**config.mk**
```make
export PLATFORM = sky130hd
export DESIGN_NAME = v4alu_sqrt
export DESIGN_NICKNAME = d
export VERILOG_FILES = /design/src/hdl/v4alu_pkg.sv /design/src/hdl/v4alu_sqrt.sv
export SDC_FILE = /design/constraint.sdc
export NUM_CORES = 2
export LEC_CHECK = 0
export BUFFER_PORTS_ARGS = -buffer_cell sky130_fd_sc_hd__buf_4
export CORE_AREA = 4 4 384 537
export CTS_CLUSTER_DIAMETER = 50
export DETAILED_ROUTE_END_ITERATION = 6
export DIE_AREA = 0 0 388 541
export GPL_TIMING_DRIVEN = 1
export MAX_ROUTING_LAYER = met4
export PLACE_DENSITY = 0.63
export SLEW_MARGIN = 30
export SYNTH_ARGS = -nofsm -noshare
export SYNTH_HDL_FRONTEND = slang
export SYNTH_MEMORY_MAX_BITS = 65536
export SYNTH_SLANG_ARGS = --single-unit
```
**constraint.sdc**
```tcl
create_clock -name clock -period 6.5 [get_ports clock]
set_input_delay 0.325 -clock clock [delete_from_list [all_inputs] [get_ports clock]]
set_output_delay 0.325 -clock clock [all_outputs]
set_load 0.1 [all_outputs]
```
**src/hdl/v4alu_pkg.sv**
```systemverilog
`default_nettype none

package v4alu_pkg;

   // Default number of fraction bits of the fixed-point format.
   localparam int FRAC_BITS_DEFAULT = 16;

   // Iteration counts: one root bit per square-root stage, one quotient bit per divider stage.
   localparam int SQRT_STEPS = 33;
   localparam int DIV_STEPS  = 32;

   // Pipeline stage numbers, counted from the input register (stage 0).
   localparam int STG_SCALAR    = 4;
   localparam int STG_LEN       = STG_SCALAR + SQRT_STEPS;
   localparam int STG_DIV_SETUP = STG_LEN + 1;
   localparam int STG_LAST      = STG_DIV_SETUP + DIV_STEPS;
   localparam int HOLD_DEPTH    = STG_LEN - 1;
   localparam int LATENCY       = STG_LAST + 1;

   localparam logic signed [31:0] S32_MAX = 32'sh7fff_ffff;
   localparam logic signed [31:0] S32_MIN = 32'sh8000_0000;

   typedef enum logic [3:0] {
      OP_ADD    = 4'd0,
      OP_SUB    = 4'd1,
      OP_MUL    = 4'd2,
      OP_DIV    = 4'd3,
      OP_DOT    = 4'd4,
      OP_SCALE  = 4'd5,
      OP_NEGATE = 4'd6,
      OP_NORM   = 4'd7,
      OP_LENGTH = 4'd8,
      OP_LENSQ  = 4'd9
   } op_type;

   typedef enum logic [1:0] {
      ERR_NONE      = 2'd0,
      ERR_DIV_ZERO  = 2'd1,
      ERR_NORM_ZERO = 2'd2
   } err_type;

   // What one lane hands to the merging stage at the end of the pipeline.
   typedef struct packed {
      logic signed [31:0] value;
      logic               div_zero;
   } lane_out_type;

   // Clamp a wide signed value to the signed 32-bit range.
   function automatic logic signed [31:0] sat32(input logic signed [65:0] v);
      logic signed [31:0] r;
      if (v > 66'sd2147483647) begin
         r = S32_MAX;
      end else if (v < -66'sd2147483648) begin
         r = S32_MIN;
      end else begin
         r = v[31:0];
      end
      return r;
   endfunction

   // Round half up to the fixed-point grid, then saturate.
   function automatic logic signed [31:0] round_sat(input logic signed [65:0] v,
                                                    input int frac);
      logic signed [65:0] t;
      t = (v + (66'sd1 <<< (frac - 1))) >>> frac;
      return sat32(t);
   endfunction

endpackage

`default_nettype wire

```
**src/hdl/v4alu_sqrt.sv**
```systemverilog
`default_nettype none

module v4alu_sqrt import v4alu_pkg::*; (
   input  wire logic        clock,
   input  wire logic [64:0] rad,
   output logic      [32:0] root
);

   logic [65:0] rad_ff [SQRT_STEPS];
   logic [33:0] rem_ff [SQRT_STEPS];
   logic [32:0] res_ff [SQRT_STEPS];
   logic [32:0] root_ff;
   logic [32:0] root_in;

   // One root bit per stage, restoring digit-by-digit method.
   for (genvar j = 0; j < SQRT_STEPS; j++) begin : g_step
      logic [65:0] rad_prev;
      logic [33:0] rem_prev;
      logic [32:0] res_prev;
      logic [35:0] t;
      logic [35:0] trial;

      if (j == 0) begin : g_first
         assign rad_prev = {1'b0, rad};
         assign rem_prev = '0;
         assign res_prev = '0;
      end else begin : g_next
         assign rad_prev = rad_ff[j-1];
         assign rem_prev = rem_ff[j-1];
         assign res_prev = res_ff[j-1];
      end

      assign t     = {rem_prev, rad_prev[65:64]};
      assign trial = {1'b0, res_prev, 2'b01};

      always_ff @(posedge clock) begin
         rad_ff[j] <= {rad_prev[63:0], 2'b00};
         if (t >= trial) begin
            rem_ff[j] <= 34'(t - trial);
            res_ff[j] <= {res_prev[31:0], 1'b1};
         end else begin
            rem_ff[j] <= t[33:0];
            res_ff[j] <= {res_prev[31:0], 1'b0};
         end
      end
   end

   // Round to nearest: step up when the remainder exceeds the root.
   always_comb begin
      root_in = res_ff[SQRT_STEPS-1];
      if (rem_ff[SQRT_STEPS-1] > {1'b0, res_ff[SQRT_STEPS-1]}) begin
         root_in = res_ff[SQRT_STEPS-1] + 33'd1;
      end
   end

   always_ff @(posedge clock) begin
      root_ff <= root_in;
   end

   assign root = root_ff;

endmodule

`default_nettype wire

```
**Word-level counts from Yosys, hierarchy flattened**

Memory sizes are Yosys's and may differ from the RTL's.
Index checks and enable logic that the tools add are counted.

- Bits in registers: 33
- Latch bits: 0
- RAM bits: 4323
- ROM bits: 0
- Input bits: 66
- Output and inout port bits: 33
- Memories kept: 3

- Add/subtract/negate cells: 34
- Multiply operators: 0
- Divide/modulo/power cells: 0
- Magnitude comparators: 34
- Equality and inequality tests: 0
- Shift-type cells: 0
- Multiplexer cells: 166
- Bitwise logic cells: 66
- Reduce and logical (&&, ||, !) cells: 0

Memories:

| memory | depth | bits a word | read ports | clocked after Yosys merged registers in | wr ports | line | source |
|---|---|---|---|---|---|---|---|
| rad_ff | 33 | 64 | 32 | 0 | 33 | v4alu_sqrt.sv:9 | `logic [65:0] rad_ff [SQRT_STEPS];` |
| rem_ff | 33 | 34 | 33 | 0 | 33 | v4alu_sqrt.sv:10 | `logic [33:0] rem_ff [SQRT_STEPS];` |
| res_ff | 33 | 33 | 33 | 0 | 33 | v4alu_sqrt.sv:11 | `logic [32:0] res_ff [SQRT_STEPS];` |

Operators with widths:

| operator | count |
|---|---|
| 36-bit by 35-bit greater-or-equal comparator with 1-bit output | 32 |
| 33-bit 2-to-1 mux | 34 |
| 34-bit 2-to-1 mux | 33 |
| 34-bit subtractor | 32 |
| 1-bit 2-to-1 mux | 99 |
| 1-bit OR | 66 |
| 34-bit by 33-bit > comparator with 1-bit output | 1 |
| 33-bit by 1-bit adder with 33-bit output, second input constant | 1 |
| 1-bit by 1-bit subtractor with 2-bit output, second input constant | 1 |
| 1-bit greater-or-equal comparator, second input constant | 1 |

**Logic depth before layout (Yosys ltp)**

An unclocked memory read counts as a cell.

- Word-level depth: 5
- Gate-level depth with buffers: 15
- Depth with buffers taken out: 14

**Least setup slack after synthesis**

No wires, ideal clock.

- Path type: reg2reg
- From: memory res_ff[2][2]
- To: memory rem_ff[3][25]
- Arrival time: 3.612 ns
- Required time: 6.366 ns
- Setup slack: 2.755 ns
- Stages on the path, launching flop included: 14
- Buffers on the path: 1
- Clock period less this slack: 3.745 ns
- Cells stage by stage: dfxtp_1 -> inv_1 -> ha_1 -> or4_4 -> nor4_1 -> or3b_2 -> or4_4 -> nor4_1 -> or4b_1 -> buf_2 -> and2_4 -> nand4_2 -> nor4_1 -> xor2_1

RTL lines:

| item | line |
|---|---|
| start, declared | v4alu_sqrt.sv:11 |
| end, declared | v4alu_sqrt.sv:10 |

==> impl_metrics.ini <==
[outcome]
status = complete, no violations

[setup_path]
crit_top_cell = or4_1
r2r_cells = 10
crit_chain = or4_1 > or4b_2 > or3_1 > nor2_1 > nand2_1 > or4_1 > a211oi_4 > nor4b_4 > nand4b_1 > xnor2_1
arrival_ns = 5.25
path_buf_inv = 0
reg2reg_slack_ns = 2.02
end_kind = register
r2r_start = rem_ff[7][12]$_DFF_P_
r2r-end = rem_ff[8][25]$_DFF_P_
cp_slowest_cell = a211oi_4
cp_data_required_time_ns = 7.27
critPathTopFamily = simple AND/OR/NAND/NOR gates
startpoint_type = register
worst-path-max-fanout = 19
max_stage_delay_ns = 0.67
worstSetupPathType = reg -> reg

[floorplan]
die-area_um2 = 209900
die_h_um = 541
core_area_um2 = 201300
rows = 195
initial_core_util_pct = 49.77
io_pins = 99
die_x_um = 388

[sta]
setup_tns_ns = 0
hold_viol = 0
fin_skew_ns = 0.04812
tightestPinTransition_ns = 0.9371
min_period_over_period_pct = 68.90
fin_ws_ns = 2.022
slew_headroom_pct = 36.87
setup_violations = 0
fmax_mhz = 223.3
drv_slew = 0
min_period_ns = 4.479
rsz0062_at_grt = false

[logic_synthesis]
synth-seq-cells = 2716
ys_types = 86
synthTopCellsByCount = dfxtp_1 (2716), inv_1 (798), nand2_1 (690)
syn_inst = 9912
syn_avg_cell_area_um2 = 10.11
synth_top_area_share_pct = 54.28
synth_warnings = 0
async_reset_ff_share_pct = 0
synth_top_area_cell = dfxtp_1
syn_nets = 10610
synth.cell_area_um2 = 100200
post-synth-top-count-cell = dfxtp_1
ys_seq_area_share_pct = 54.28
synthFlopType = dfxtp_1
synth_edf_count = 0
ys_top_cells_by_area = dfxtp_1 (54%), ha_1 (7.9%), xnor2_1 (4.6%)

[place]
port_buffers = 98
placed_cells = 12520
gp_congestion = 0.9402
pre_cts_slack_ns = 2.016
hpwl_mm = 178.2

[global_routing]
grt_pass1_vias = 69830
globalRoute.totalOverflow = 0
grtUsageTotal_pct = 22.14
grt_pass1_wl_mm = 365.3
grt_max_degree = 50
antenna_found_initial = 7

[route]
wirelength_mm = 230.8
final_antenna_net_count = 0
drc = 0
vias_per_cell = 5.248
dr.pass1.iters = 6
drt_iter0_markers = 3486
routedWlPerCell_um = 17.65
vias = 68620

[clocking]
numCtsBuffers = 272
cts-root-buf = clkbuf_16
clock_path_buffers = 4
path_clk_slew_ns = 0.06
cts_tree = built
insertion_delay_ns = 0.85
cts_max_level = 5
cts_num_sinks = 2716

[layout]
fillCellCount = 17490
final_cells = 13080
finalNetCount = 10900
drive_gt1_share_pct = 7.388
syn_to_final_growth_pct = 13.84

[worst_hold_path]
min_to = rad_ff[0][29]$_DFF_P_
min-delay-start = rad[29]
hold_depth = 2
hold_class = in -> reg

[power]
total_power_mw = 46.19
peakVddDrop_mv = 0.5368
powerDensity_nw_per_um2 = 405.0
p_leak_nw = 53.49

[run]
maxCapViolCount = 0
metal layers:
layer / vias up / wire length (um) / GRT usage, %
met1: 32110 / 83040 / 21.04
met4: 0 / 14280 / 12.22
li1: 34420 / - / -
met2: 1391 / 125700 / 42.61
met3: 700 / 7712 / 2.958
met5: - / 0 / -
cell usage in the layout (no fill, tap or decap), types with 172 or more instances in the layout:
cell type | synthesis | layout
inv_1 | 798 | 798
xor2_1 | 410 | 410
a21oi_1 | 662 | 659
nand2_1 | 690 | 690
o21ai_0 | 540 | 537
xnor2_1 | 526 | 526
a21o_1 | 262 | 262
clkbuf_16 | 0 | 277
nor2_1 | 565 | 564
nor3_1 | 219 | 217
ha_1 | 630 | 630
nand3_1 | 174 | 172
dfxtp_1 | 2716 | 2716
area by class of cell:
class | count | area (um2) | area share (%)
Inverter | 800 | 3003 | 2.633
Multi-Input combinational cell | 6208 | 42250 | 37.05
Timing Repair Buffer | 202 | 1683 | 1.476
Tap cell | 2659 | 3327 | 2.917
Clock buffer | 361 | 7717 | 6.767
Sequential cell | 2716 | 54370 | 47.68
Antenna cell | 8 | 20.02 | 0.01756
Clock inverter | 122 | 1662 | 1.457
registers in the layout, indices dropped and copies added (netlist names):
name    flops
rem_ff   1066
res_ff    561
rad_ff   1056
root       33
logic make-up (layout without fill, tap and decap cells):
kind of cell    after synthesis  after routing  share of synthesized area [%]
compound gates             2026           2026                          12.40
mux                          99             99                          1.092
buf+inv                     988           1485                          3.707
xor+xnor                    936            936                          8.184
fa+ha+maj                   630            630                          7.869
other cells                   1              9                       0.003744
flops                      2716           2716                          54.28
simple gates               2516           2516                          12.47
worst reg2reg max path, stage by stage (launching register included):
cell	delay, ns
dfxtp_1	0.32
or4_1	0.58
or4b_2	0.65
or3_1	0.35
nor2_1	0.52
nand2_1	0.18
or4_1	0.63
a211oi_4	0.67
nor4b_4	0.22
nand4b_1	0.18
xnor2_1	0.12
how the worst max path moves through the flow:
stage	endpoint	startpoint	cells after the start
floorplan	rem_ff[3][25]$_DFF_P_	res_ff[2][2]$_DFF_P_	13
global placement	rem_ff[8][25]$_DFF_P_	rem_ff[7][12]$_DFF_P_	10
detailed placement	rem_ff[8][25]$_DFF_P_	rem_ff[7][12]$_DFF_P_	10
CTS	rem_ff[8][25]$_DFF_P_	rem_ff[7][12]$_DFF_P_	10
global route	rem_ff[8][27]$_DFF_P_	rem_ff[7][12]$_DFF_P_	10
finish	rem_ff[8][25]$_DFF_P_	rem_ff[7][12]$_DFF_P_	10
metrics by stage:
step           hold slack, ns  area [um2]  util, %
2_1_floorplan          0.3096      100200        -
3_3_place_gp           0.3095      103900    51.63
3_5_place_dp           0.3121      104000    51.65
4_1_cts               0.05324      114000    56.63
5_1_grt               0.08259      114000    56.65
6_report               0.1150      114000    56.65
power breakdown:
group          switching (mW)  internal, mW
Combinational            5.04          3.50
Clock                    6.50          9.62
Sequential               2.11          19.4
Total                    13.6          32.5
what timing repair did:
item,4_1_cts,5_1_grt
resized for setup,0,0
hold endpoints to repair,65,0
hold buffers,65,0
setup buffers,0,0
No activity file was read; power rests on OpenSTA's default activity.
